===== config.mk =====
export PLATFORM = sky130hd
export DESIGN_NAME = greedy_gated_nearest_match_top
export DESIGN_NICKNAME = d
export VERILOG_FILES = /design/src/rtl/core/ggnm_pkg.sv /design/src/rtl/core/ggnm_ram.sv /design/src/rtl/core/greedy_gated_nearest_match_top.sv
export SDC_FILE = /design/constraint.sdc
export NUM_CORES = 2
export LEC_CHECK = 0
export ABC_AREA = 1
export BUFFER_PORTS_ARGS = -buffer_cell sky130_fd_sc_hd__buf_2
export CAP_MARGIN = 0
export CORE_UTILIZATION = 50
export CTS_BUF_LIST = sky130_fd_sc_hd__clkbuf_4 sky130_fd_sc_hd__clkbuf_8
export DETAILED_ROUTE_END_ITERATION = 8
export PLACE_DENSITY = 0.66
export SYNTH_ARGS = -nofsm -noshare
export SYNTH_HDL_FRONTEND = slang
export SYNTH_SLANG_ARGS = --single-unit

===== constraint.sdc =====
create_clock -name clk -period 5.2 [get_ports clk]
set_clock_uncertainty 0.2 [all_clocks]
set_input_delay 1.56 -clock clk [delete_from_list [all_inputs] [get_ports clk]]
set_output_delay 1.56 -clock clk [all_outputs]
set_load 0.05 [all_outputs]

===== src/rtl/core/ggnm_pkg.sv =====
// ----------------------------------------------------------------------------
// ggnm_pkg
// types and codes shared by the nearest match block and its checker
// ----------------------------------------------------------------------------
package ggnm_pkg;

  localparam int POS_W     = 20;
  localparam int GATE_W    = 19;
  localparam int MAG_W     = 21;
  localparam int TRK_W     = 6;
  localparam int DET_W     = 8;
  localparam int CFG_IDX_W = 2;
  localparam int IN_DATA_W  = 40;
  localparam int OUT_DATA_W = 16;

  localparam logic [GATE_W-1:0] GATE_RESET = GATE_W'(256);
  localparam logic [DET_W-1:0]  DET_MAX    = '1;

  // request codes on s_tuser
  localparam logic [1:0] REQ_LOAD   = 2'd0;
  localparam logic [1:0] REQ_DETECT = 2'd1;
  localparam logic [1:0] REQ_FINISH = 2'd2;

  // result codes on m_tuser
  localparam logic [1:0] KIND_MATCH      = 2'd0;
  localparam logic [1:0] KIND_UNMATCHED  = 2'd1;
  localparam logic [1:0] KIND_UNASSIGNED = 2'd2;

  // configuration register indexes
  localparam logic [CFG_IDX_W-1:0] CFG_X_GATE = 2'd0;
  localparam logic [CFG_IDX_W-1:0] CFG_Y_GATE = 2'd1;

  typedef enum logic [1:0] {
    ST_IDLE,
    ST_SCAN,
    ST_DECIDE,
    ST_FINISH
  } state_t;

endpackage


===== src/rtl/core/ggnm_ram.sv =====
// ----------------------------------------------------------------------------
// ggnm_ram
// simple dual port ram, one write port and one registered read port
// ----------------------------------------------------------------------------
module ggnm_ram #(
  parameter int WIDTH = 40,
  parameter int DEPTH = 32
) (
  input  logic                                     clk,
  input  logic                                     wr_en,
  input  logic [((DEPTH > 1) ? $clog2(DEPTH) : 1)-1:0] wr_addr,
  input  logic [WIDTH-1:0]                         wr_data,
  input  logic                                     rd_en,
  input  logic [((DEPTH > 1) ? $clog2(DEPTH) : 1)-1:0] rd_addr,
  output logic [WIDTH-1:0]                         rd_data
);

  logic [WIDTH-1:0] mem [DEPTH];

  always_ff @(posedge clk) begin
    if (wr_en) begin
      mem[wr_addr] <= wr_data;
    end
    if (rd_en) begin
      rd_data <= mem[rd_addr];
    end
  end

endmodule


===== src/rtl/core/greedy_gated_nearest_match_top.sv =====
// ----------------------------------------------------------------------------
// greedy_gated_nearest_match_top: gated nearest track match per detection
// load: taken in idle without leaving it. detection: one stored track compared
// per cycle through the single read port of the track ram, then a decide state.
// finish: steps through the stored tracks and can be held by an output stall.
// synchronous reset clears gates to 256, counters and used flags; ram is not
// cleared, only entries below track_count are ever read.
// ----------------------------------------------------------------------------
module greedy_gated_nearest_match_top
  import ggnm_pkg::*;
#(
  parameter int MAX_TRACKS = 32
) (
  input  logic                  clk,
  input  logic                  rst,
  // input stream
  input  logic                  s_tvalid,
  output logic                  s_tready,
  input  logic [IN_DATA_W-1:0]  s_tdata,   // [19:0] pos_x, [39:20] pos_y
  input  logic [1:0]            s_tuser,   // [1:0] req_type
  // result stream
  output logic                  m_tvalid,
  input  logic                  m_tready,
  output logic [OUT_DATA_W-1:0] m_tdata,   // [5:0] trk_idx, [13:6] det_idx, zero pad
  output logic [1:0]            m_tuser,   // [1:0] result_kind
  output logic                  m_tlast,   // last
  // configuration writes
  input  logic                  cfg_valid,
  output logic                  cfg_ready,
  input  logic [CFG_IDX_W-1:0]  cfg_index,
  input  logic [GATE_W-1:0]     cfg_data
);

  localparam int AW = (MAX_TRACKS > 1) ? $clog2(MAX_TRACKS) : 1;
  localparam int CW = $clog2(MAX_TRACKS + 1);

  state_t state, state_next;

  logic [GATE_W-1:0]    x_gate, y_gate;
  logic [CW-1:0]        track_count;
  logic [DET_W-1:0]     det_count;
  logic [MAX_TRACKS-1:0] used;

  logic [CW-1:0]        scan_idx;
  logic                 pipe_vld;
  logic [AW-1:0]        pipe_idx;
  logic                 found;
  logic [MAG_W-1:0]     best;
  logic [AW-1:0]        best_idx;
  logic [POS_W-1:0]     det_x, det_y;
  logic                 pend_vld;
  logic [AW-1:0]        pend_idx;

  logic [1:0]           out_kind;
  logic [TRK_W-1:0]     out_trk;
  logic [DET_W-1:0]     out_det;
  logic                 out_last;
  logic [TRK_W-1:0]     m_trk;
  logic [DET_W-1:0]     m_det;

  logic                 acc, out_free, load_ok;
  logic                 issue, out_load, det_done, mark_used;
  logic                 fin_adv, pend_take, frame_clear;
  logic                 at_end, cur_unused, cand, better;

  logic [2*POS_W-1:0]   rd_data;
  logic [POS_W-1:0]     tx, ty;
  logic [MAG_W-1:0]     dx_s, dy_s, dx, dy;

  assign cfg_ready = 1'b1;
  assign acc       = s_tvalid && s_tready;
  assign out_free  = !m_tvalid || m_tready;
  assign load_ok   = track_count < CW'(MAX_TRACKS);

  assign at_end     = scan_idx == track_count;
  assign cur_unused = !used[scan_idx[AW-1:0]];

  ggnm_ram #(
    .WIDTH (2*POS_W),
    .DEPTH (MAX_TRACKS)
  ) u_track_ram (
    .clk     (clk),
    .wr_en   (acc && (s_tuser == REQ_LOAD) && load_ok),
    .wr_addr (track_count[AW-1:0]),
    .wr_data (s_tdata[2*POS_W-1:0]),
    .rd_en   (issue),
    .rd_addr (scan_idx[AW-1:0]),
    .rd_data (rd_data)
  );

  // distance unit, one stored track per cycle
  assign tx   = rd_data[POS_W-1:0];
  assign ty   = rd_data[2*POS_W-1:POS_W];
  assign dx_s = {det_x[POS_W-1], det_x} - {tx[POS_W-1], tx};
  assign dy_s = {det_y[POS_W-1], det_y} - {ty[POS_W-1], ty};
  assign dx   = dx_s[MAG_W-1] ? (~dx_s + 1'b1) : dx_s;
  assign dy   = dy_s[MAG_W-1] ? (~dy_s + 1'b1) : dy_s;
  assign cand   = pipe_vld && !used[pipe_idx] && (dy < MAG_W'(y_gate));
  // strict compare keeps the earliest of equal candidates
  assign better = cand && (!found || (dx < best));

  // next state
  always_comb begin
    state_next = state;
    case (state)
      ST_IDLE: begin
        if (acc && (s_tuser == REQ_DETECT)) begin
          state_next = ST_SCAN;
        end else if (acc && (s_tuser == REQ_FINISH)) begin
          state_next = ST_FINISH;
        end
      end
      ST_SCAN: begin
        if (!issue && !pipe_vld) begin
          state_next = ST_DECIDE;
        end
      end
      ST_DECIDE: begin
        if (out_free) begin
          state_next = ST_IDLE;
        end
      end
      ST_FINISH: begin
        if (frame_clear) begin
          state_next = ST_IDLE;
        end
      end
      default: state_next = ST_IDLE;
    endcase
  end

  // sequencer outputs
  always_comb begin
    s_tready    = 1'b0;
    issue       = 1'b0;
    out_load    = 1'b0;
    det_done    = 1'b0;
    mark_used   = 1'b0;
    fin_adv     = 1'b0;
    pend_take   = 1'b0;
    frame_clear = 1'b0;
    out_kind    = KIND_MATCH;
    out_trk     = '0;
    out_det     = '0;
    out_last    = 1'b0;
    case (state)
      ST_IDLE: begin
        s_tready = 1'b1;
      end
      ST_SCAN: begin
        issue = !at_end;
      end
      ST_DECIDE: begin
        if (out_free) begin
          out_load = 1'b1;
          det_done = 1'b1;
          out_det  = det_count;
          out_last = 1'b1;
          if (found && (best < MAG_W'(x_gate))) begin
            mark_used = 1'b1;
            out_kind  = KIND_MATCH;
            out_trk   = TRK_W'(best_idx);
          end else begin
            out_kind  = KIND_UNMATCHED;
          end
        end
      end
      ST_FINISH: begin
        // an unused track is held back until the next one shows whether it is last
        out_kind = KIND_UNASSIGNED;
        out_trk  = TRK_W'(pend_idx);
        if (!at_end) begin
          if (!cur_unused) begin
            fin_adv = 1'b1;
          end else if (!pend_vld || out_free) begin
            fin_adv   = 1'b1;
            pend_take = 1'b1;
            out_load  = pend_vld;
          end
        end else if (!pend_vld) begin
          frame_clear = 1'b1;
        end else if (out_free) begin
          out_load    = 1'b1;
          out_last    = 1'b1;
          frame_clear = 1'b1;
        end
      end
      default: ;
    endcase
  end

  // control state
  always_ff @(posedge clk) begin
    if (rst) begin
      state       <= ST_IDLE;
      x_gate      <= GATE_RESET;
      y_gate      <= GATE_RESET;
      track_count <= '0;
      det_count   <= '0;
      used        <= '0;
      scan_idx    <= '0;
      pipe_vld    <= 1'b0;
      found       <= 1'b0;
      pend_vld    <= 1'b0;
      m_tvalid    <= 1'b0;
    end else begin
      state    <= state_next;
      pipe_vld <= issue;

      if (cfg_valid && cfg_ready) begin
        case (cfg_index)
          CFG_X_GATE: x_gate <= cfg_data;
          CFG_Y_GATE: y_gate <= cfg_data;
          default: ;
        endcase
      end

      if (acc && (s_tuser == REQ_LOAD) && load_ok) begin
        used[track_count[AW-1:0]] <= 1'b0;
        track_count               <= track_count + 1'b1;
      end

      if (acc && ((s_tuser == REQ_DETECT) || (s_tuser == REQ_FINISH))) begin
        scan_idx <= '0;
        found    <= 1'b0;
        pend_vld <= 1'b0;
      end

      if (issue || fin_adv) begin
        scan_idx <= scan_idx + 1'b1;
      end

      if (better) begin
        found <= 1'b1;
      end

      if (mark_used) begin
        used[best_idx] <= 1'b1;
      end

      if (det_done && (det_count != DET_MAX)) begin
        det_count <= det_count + 1'b1;
      end

      if (pend_take) begin
        pend_vld <= 1'b1;
      end

      if (frame_clear) begin
        used        <= '0;
        track_count <= '0;
        det_count   <= '0;
        pend_vld    <= 1'b0;
      end

      if (out_load) begin
        m_tvalid <= 1'b1;
      end else if (m_tready) begin
        m_tvalid <= 1'b0;
      end
    end
  end

  // payload
  always_ff @(posedge clk) begin
    if (acc && (s_tuser == REQ_DETECT)) begin
      det_x <= s_tdata[POS_W-1:0];
      det_y <= s_tdata[2*POS_W-1:POS_W];
    end
    pipe_idx <= scan_idx[AW-1:0];
    if (better) begin
      best     <= dx;
      best_idx <= pipe_idx;
    end
    if (pend_take) begin
      pend_idx <= scan_idx[AW-1:0];
    end
    if (out_load) begin
      m_tuser <= out_kind;
      m_trk   <= out_trk;
      m_det   <= out_det;
      m_tlast <= out_last;
    end
  end

  assign m_tdata = {(OUT_DATA_W - TRK_W - DET_W)'(0), m_det, m_trk};

endmodule


# Word level (Yosys, flattened, before mapping)
# Memory sizes are Yosys's and may differ from the RTL's. A register that Yosys moved wholly into a read port is not among the register bits.
# Index checks and enable logic that the tools add are counted.
# totals
register_bits,189
latchBits,0
mem_bits_rw,1280
romBits,0
inputBits,68
wordCells,152
memories,1
# memory_table
memory,words,word_bits,read_ports,rd_clocked_by_memory_dff,wr,line_no,text
u_track_ram.mem,32,40,1,1,1,ggnm_ram.sv:18,logic [WIDTH-1:0] mem [DEPTH];
# classes
addsub,7
mul,0
div,0
n_lt_le_gt_ge,10
eq_ne,12
shift,0
n_mux,58
n_bitwise,5
reduce_logical,38
# ops
op,n
2-to-1 mux 32 bit,3
"adder 21 x 1 -> 21 bit, second input constant",2
less-than comparator 21 x 19 -> 1 bit,2
2-to-1 mux 21 bit,2
NOT 21 bit,2
subtractor 20 x 20 -> 21 bit,2
2-to-1 mux 1 bit,35
AND 32 bit,1
NOT 32 bit,1
OR 32 bit,1
"less-than comparator 5 x 6 -> 1 bit, second input constant",4
less-than comparator 21 bit,1
logical AND 1 bit,14
"adder 6 x 1 -> 6 bit, second input constant",2
2-to-1 mux 6 bit,2
binary-select mux 1 bit (select 5 bit),2
demux 1 bit (select 5 bit),2
">= comparator 5 x 1 -> 1 bit, second input constant",2
2-to-1 mux 2 bit,5
2-to-1 mux 5 bit,2
one-hot mux 5 bit (2 select lines),1
"adder 8 x 1 -> 8 bit, second input constant",1
"!= test 8 bit, second input constant",1
one-hot mux 2 bit (4 select lines),1
other kinds (15),39

# Logic depth before layout (Yosys ltp)
# logic_depth
word_depth,10
depth_mapped,32
ltp_nobuf,31

# By module
# Synthesis repeated with hierarchy kept, for this count alone.
# unflattened
hier_cells,6154
area_unflattened_um2,65561.6
# by_module_without_submodules
module,instances,cells_each,area_each_um2,seq_area_each_um2
ggnm_ram,1,4407,52803.1,39638.0
greedy_gated_nearest_match_top,1,1747,12758.5,4634.4

# Least setup slack after synthesis
# OpenSTA, ideal clock, no wires.
# synth_timing
kind,input-to-reg
startpoint,in s_tuser[0]
endpoint,"mem u_track_ram.mem[23][0], enable pin"
setup_time_ps,437
arrival_time_ps,4179
required_time_ps,4563
slack_ps,383
stages,8
cell_sequence,inv_1 -> ha_1 -> inv_1 -> nor3_2 -> nand2_1 -> nor2_1 -> inv_1 -> nor2_1
# synth_via
elab_chain_len,5
# synth_rtl
item,line_no,text
"start, declared",greedy_gated_nearest_match_top.sv:20,"input logic [1:0] s_tuser,"
zero test 2 bit,greedy_gated_nearest_match_top.sv:83,".wr_en (acc && (s_tuser == REQ_LOAD) && load_ok),"
logical AND 1 bit (2 in a row),greedy_gated_nearest_match_top.sv:83,
2-to-1 mux 1 bit,ggnm_ram.sv:21,if (wr_en) begin
2-to-1 mux 1 bit (not written as such),ggnm_ram.sv:22,mem[wr_addr] <= wr_data;
"end, declared",ggnm_ram.sv:18,
# No other way between the ends.

# Worst setup path after layout
# layout_timing
startpoint,reg det_y[0]
endpoint,"reg best[9], enable pin"
# layout_via
elab_chain_len,7
# layout_rtl
item,line_no,text
"start, declared",greedy_gated_nearest_match_top.sv:50,"logic [POS_W-1:0] det_x, det_y;"
"start signal, assigned",greedy_gated_nearest_match_top.sv:268,det_y <= s_tdata[2*POS_W-1:POS_W];
subtractor 20 x 20 -> 21 bit (*),greedy_gated_nearest_match_top.sv:95,"assign dy_s = {det_y[POS_W-1], det_y} - {ty[POS_W-1], ty};"
NOT 21 bit,greedy_gated_nearest_match_top.sv:97,assign dy = dy_s[MAG_W-1] ? (~dy_s + 1'b1) : dy_s;
adder 21 x 1 -> 21 bit,greedy_gated_nearest_match_top.sv:97,
2-to-1 mux 21 bit (*),greedy_gated_nearest_match_top.sv:97,
less-than comparator 21 x 19 -> 1 bit (*),greedy_gated_nearest_match_top.sv:98,assign cand = pipe_vld && !used[pipe_idx] && (dy < MAG_W'(y_gate));
logical AND 1 bit (*),greedy_gated_nearest_match_top.sv:98,
logical AND 1 bit (*),greedy_gated_nearest_match_top.sv:100,assign better = cand && (!found || (dx < best));
net better,greedy_gated_nearest_match_top.sv:64,"logic at_end, cur_unused, cand, better;"
"end signal, assigned",greedy_gated_nearest_match_top.sv:272,best <= dx;
"end, declared",greedy_gated_nearest_match_top.sv:48,logic [MAG_W-1:0] best;
# The timed path passes the listed nets; every way through them passes the cells marked *.
# A chain may end at the register's enable or synchronous reset.

==> qor.csv <==
stage,metric,value,unit
logic_synthesis,synth-edff-count,1407,
grt,overflow,0,
power_and_ir_drop,switching_share,0.247,
job,drv_cap,0,
setup_path,end_kind,flip-flop,
routing,avgViaCountPerCell,6.14,
setup_path,crit_slowest_cell,fa_1,
power_and_ir_drop,combPwrFrac,0.086,
logic_synthesis,synth_cell_types,56,
power_and_ir_drop,power_density,361,mW/mm^2
logic_synthesis,ys_warn_count,0,
die,fp.dieH,357,microns
logic_synthesis,synthFlopType,edfxtp_1,
logic_synthesis,netlist_instances,5216,
setup_path,critPathRequiredTime,5610,ps
cells_and_area,fin_util,0.564,
logic_synthesis,ys_seq_area_frac,0.701,
clock_network,cts_tree,done,
sta,final.min_clock_period,4870,ps
die,initial_core_util,0.504,
clock_network,cts_setup_buffers,0,
routing,drc_errors,0,
place,portBuffers,85,
sta,slew_violations,0,
die,die-area,0.128,sq mm
setup_path,cp_common_cell,nand2_2,
grt,grt_util_all_layers,0.285,
power_and_ir_drop,p_int,19200,uW
power_and_ir_drop,pwr-share-clk,0.386,
logic_synthesis,synth.top_cell.area_share,0.669,
setup_path,reg2regPathDepth,27,
sta,tns,0,ps
clock_network,cts_root_buf,clkbuf_8,
routing,firstDrtPassIters,5,
place,hpwl,101000,microns
sta,max_freq,0.205,GHz
clock_network,clk_path_buf_depth,3,
setup_path,critPathMaxFanout,27,
logic_synthesis,synth_area,0.0632,sq mm
clock_network,cts_resized,0,
logic_synthesis,synth.area.top_cells,"edfxtp_1 (67%), o21ai_0 (6.5%), nor2_1 (5.4%)",
die,fp-row-count,130,
clock_network,clk_latency,960,ps
die,die_x,357,microns
die,ios,90,
grt,antenna_found_initial,21,
sta,worstMarginPinSlew,1130,ps
sta,fin_crit_sh,0.936,
logic_synthesis,avgSynthCellArea,12.1,sq um
die,core,0.125,sq mm
min_path,holdPathStages,0,
sta,final-hold-violation-count,0,
routing,totalWireLength,184000,microns
grt,grt_pass1_vias,41200,
clock_network,htree_levels,4,
routing,drt-wirelength-per-cell,25.6,microns
routing,detail-route-antenna-nets,0,
logic_synthesis,yosys.area.top_type,edfxtp_1,
routing,num_vias,44100,
sta,finalSetupViolations,0,
power_and_ir_drop,ir_worst_vdd,0.000312,V
power_and_ir_drop,p_leak,0.0242,uW
setup_path,timing_worst_setup_path_type,reg2reg,
grt,grt_pass1_wl,267000,microns
sta,slew_headroom,0.243,
cells_and_area,drive_above_1_share,0.120,
power_and_ir_drop,p_switching,6320,uW
clock_network,hold_buffers,0,
clock_network,clkTransAtPathRegs,60,ps
setup_path,max_stage_delay,400,ps
cells_and_area,area_growth,11.9,%
grt,grt_max_degree,115,
cells_and_area,num-nets-final,5520,
setup_path,worstSetupPathDepth,27,
routing,drtIter0Drc,5737,
logic_synthesis,ys_async_sr_fraction,0,
cells_and_area,num-fill-cells,10200,
sta,rsz0062_at_grt,no,
outcome,status,finished clean,
clock_network,clock-sinks,1508,
clock_network,cts_buffers,233,
place,gp_congestion,0.906,
power_and_ir_drop,pwr-share-seq,0.528,
setup_path,crit_arrival,5270,ps
setup_path,critPathLaunchType,flip-flop,
min_path,hp-class,reg2reg,
setup_path,cp_top_family,simple AND/OR/NAND/NOR gates,
setup_path,cp.buffers_inverters,4,
logic_synthesis,synth_seq_cells,1508,
## through the flow
stage / cell area (sq um) / setup slack, ps / hold WS, ps / instances / power, uW
3_3_place_gp: 66100 / 394 / 237 / 6758 / 15900
6_report: 70700 / 333 / 267 / 7189 / 25500
4_1_cts: 70700 / 363 / 259 / 7180 / 25600
3_5_place_dp: 66100 / 438 / 234 / 6758 / 15900
2_1_floorplan: 63200 / 383 / 145 / 5218 / 15200
5_1_grt: 70700 / 25.0 / 273 / 7186 / 26400
## synth_stat cells, types with 13 or more instances
cell	n
buf_2	17
a31oi_1	41
dfxtp_1	101
nor3_1	15
edfxtp_1	1407
o21ai_0	816
a21oi_1	164
ha_1	107
clkbuf_1	265
o22ai_1	81
xnor2_1	13
o221ai_1	252
nand2_1	347
nand3_1	175
nor2_1	913
buf_1	20
xor2_1	38
a32oi_1	34
nand4_1	25
inv_1	256
## registers in the layout (all words and copies together) (netlist names), 6 cells and up
name                 flops
u_track_ram.mem       1280
u_track_ram.rd_data     40
used                    32
best                    21
det_x                   20
det_y                   20
x_gate                  19
y_gate                  19
det_count                8
m_det                    8
scan_idx                 6
track_count              6
## path summary, 6_finish.rpt
check | startpoint | end | slack, ps
max | det_y[0]$_DFFE_PP_ | best[9]$_DFFE_PP_ | 330
min | pipe_idx[4]$_DFF_P_ | best_idx[4]$_DFFE_PP_ | 270
max reg2reg | det_y[0]$_DFFE_PP_ | best[9]$_DFFE_PP_ | 330
min reg2reg | pipe_idx[4]$_DFF_P_ | best_idx[4]$_DFFE_PP_ | 270
## layout make-up
cell class	instances	area, sq um	area share
flip-flops and latches	1508	44300	0.626
clock inverters	120	865	0.0122
repair buffers	207	1800	0.0255
inverters	266	1020	0.0144
clock buffers	302	3740	0.0530
well taps	1650	2060	0.0292
diodes	9	22.5	0.000319
multi-input cells	3127	16900	0.239
## kinds of logic (layout without fill, tap and decap cells)
kind of cell,after synthesis,after routing,synth area share
flip-flops,1508,1508,0.701
adder cells (fa/ha/maj),109,109,0.0218
XOR/XNOR,52,52,0.00733
AO/OA/AOI/OAI,1436,1436,0.136
buffers and inverters,583,895,0.0360
AND/OR/NAND/NOR,1526,1526,0.0982
other,2,13,0.000119
## power groups by stage
stage	logic (uW)	registers, uW	clock network [uW]
after floorplan	1340	13800	0
after global placement	2120	13700	0
after detailed placement	2170	13700	0
after CTS	2170	13500	9980
after global routing	2410	13500	10500
final	2190	13500	9870
## per-layer routing
metal  vias to the layer above  share of wire  GRT usage  wire length (microns)
li1                      19500              -          -                      -
met1                     21800           0.40      0.393                  74300
met2                      2387           0.47      0.450                  85900
met3                       375           0.10     0.0598                  18700
met4                        22          0.027     0.0971                   5030
met5                         -        0.00080          0                    147
## placed cells by master, fill, tap and decap left out, types with 25 or more instances in the layout
master and instances:
edfxtp_1 1407, nor2_1 880, o21ai_0 816, nand2_1 347, o221ai_1 252, inv_1 251, clkbuf_8 236, nand3_1 175
a21oi_1 164, ha_1 107, dfxtp_1 96, buf_2 85, buf_4 85, o22ai_1 81, clkbuf_4 66, clkinv_1 65
a31oi_1 41, xor2_1 38, buf_12 37, nor2_4 35, a32oi_1 34, clkinv_2 33, nand4_1 25
Power figures use the tool's default switching activity.
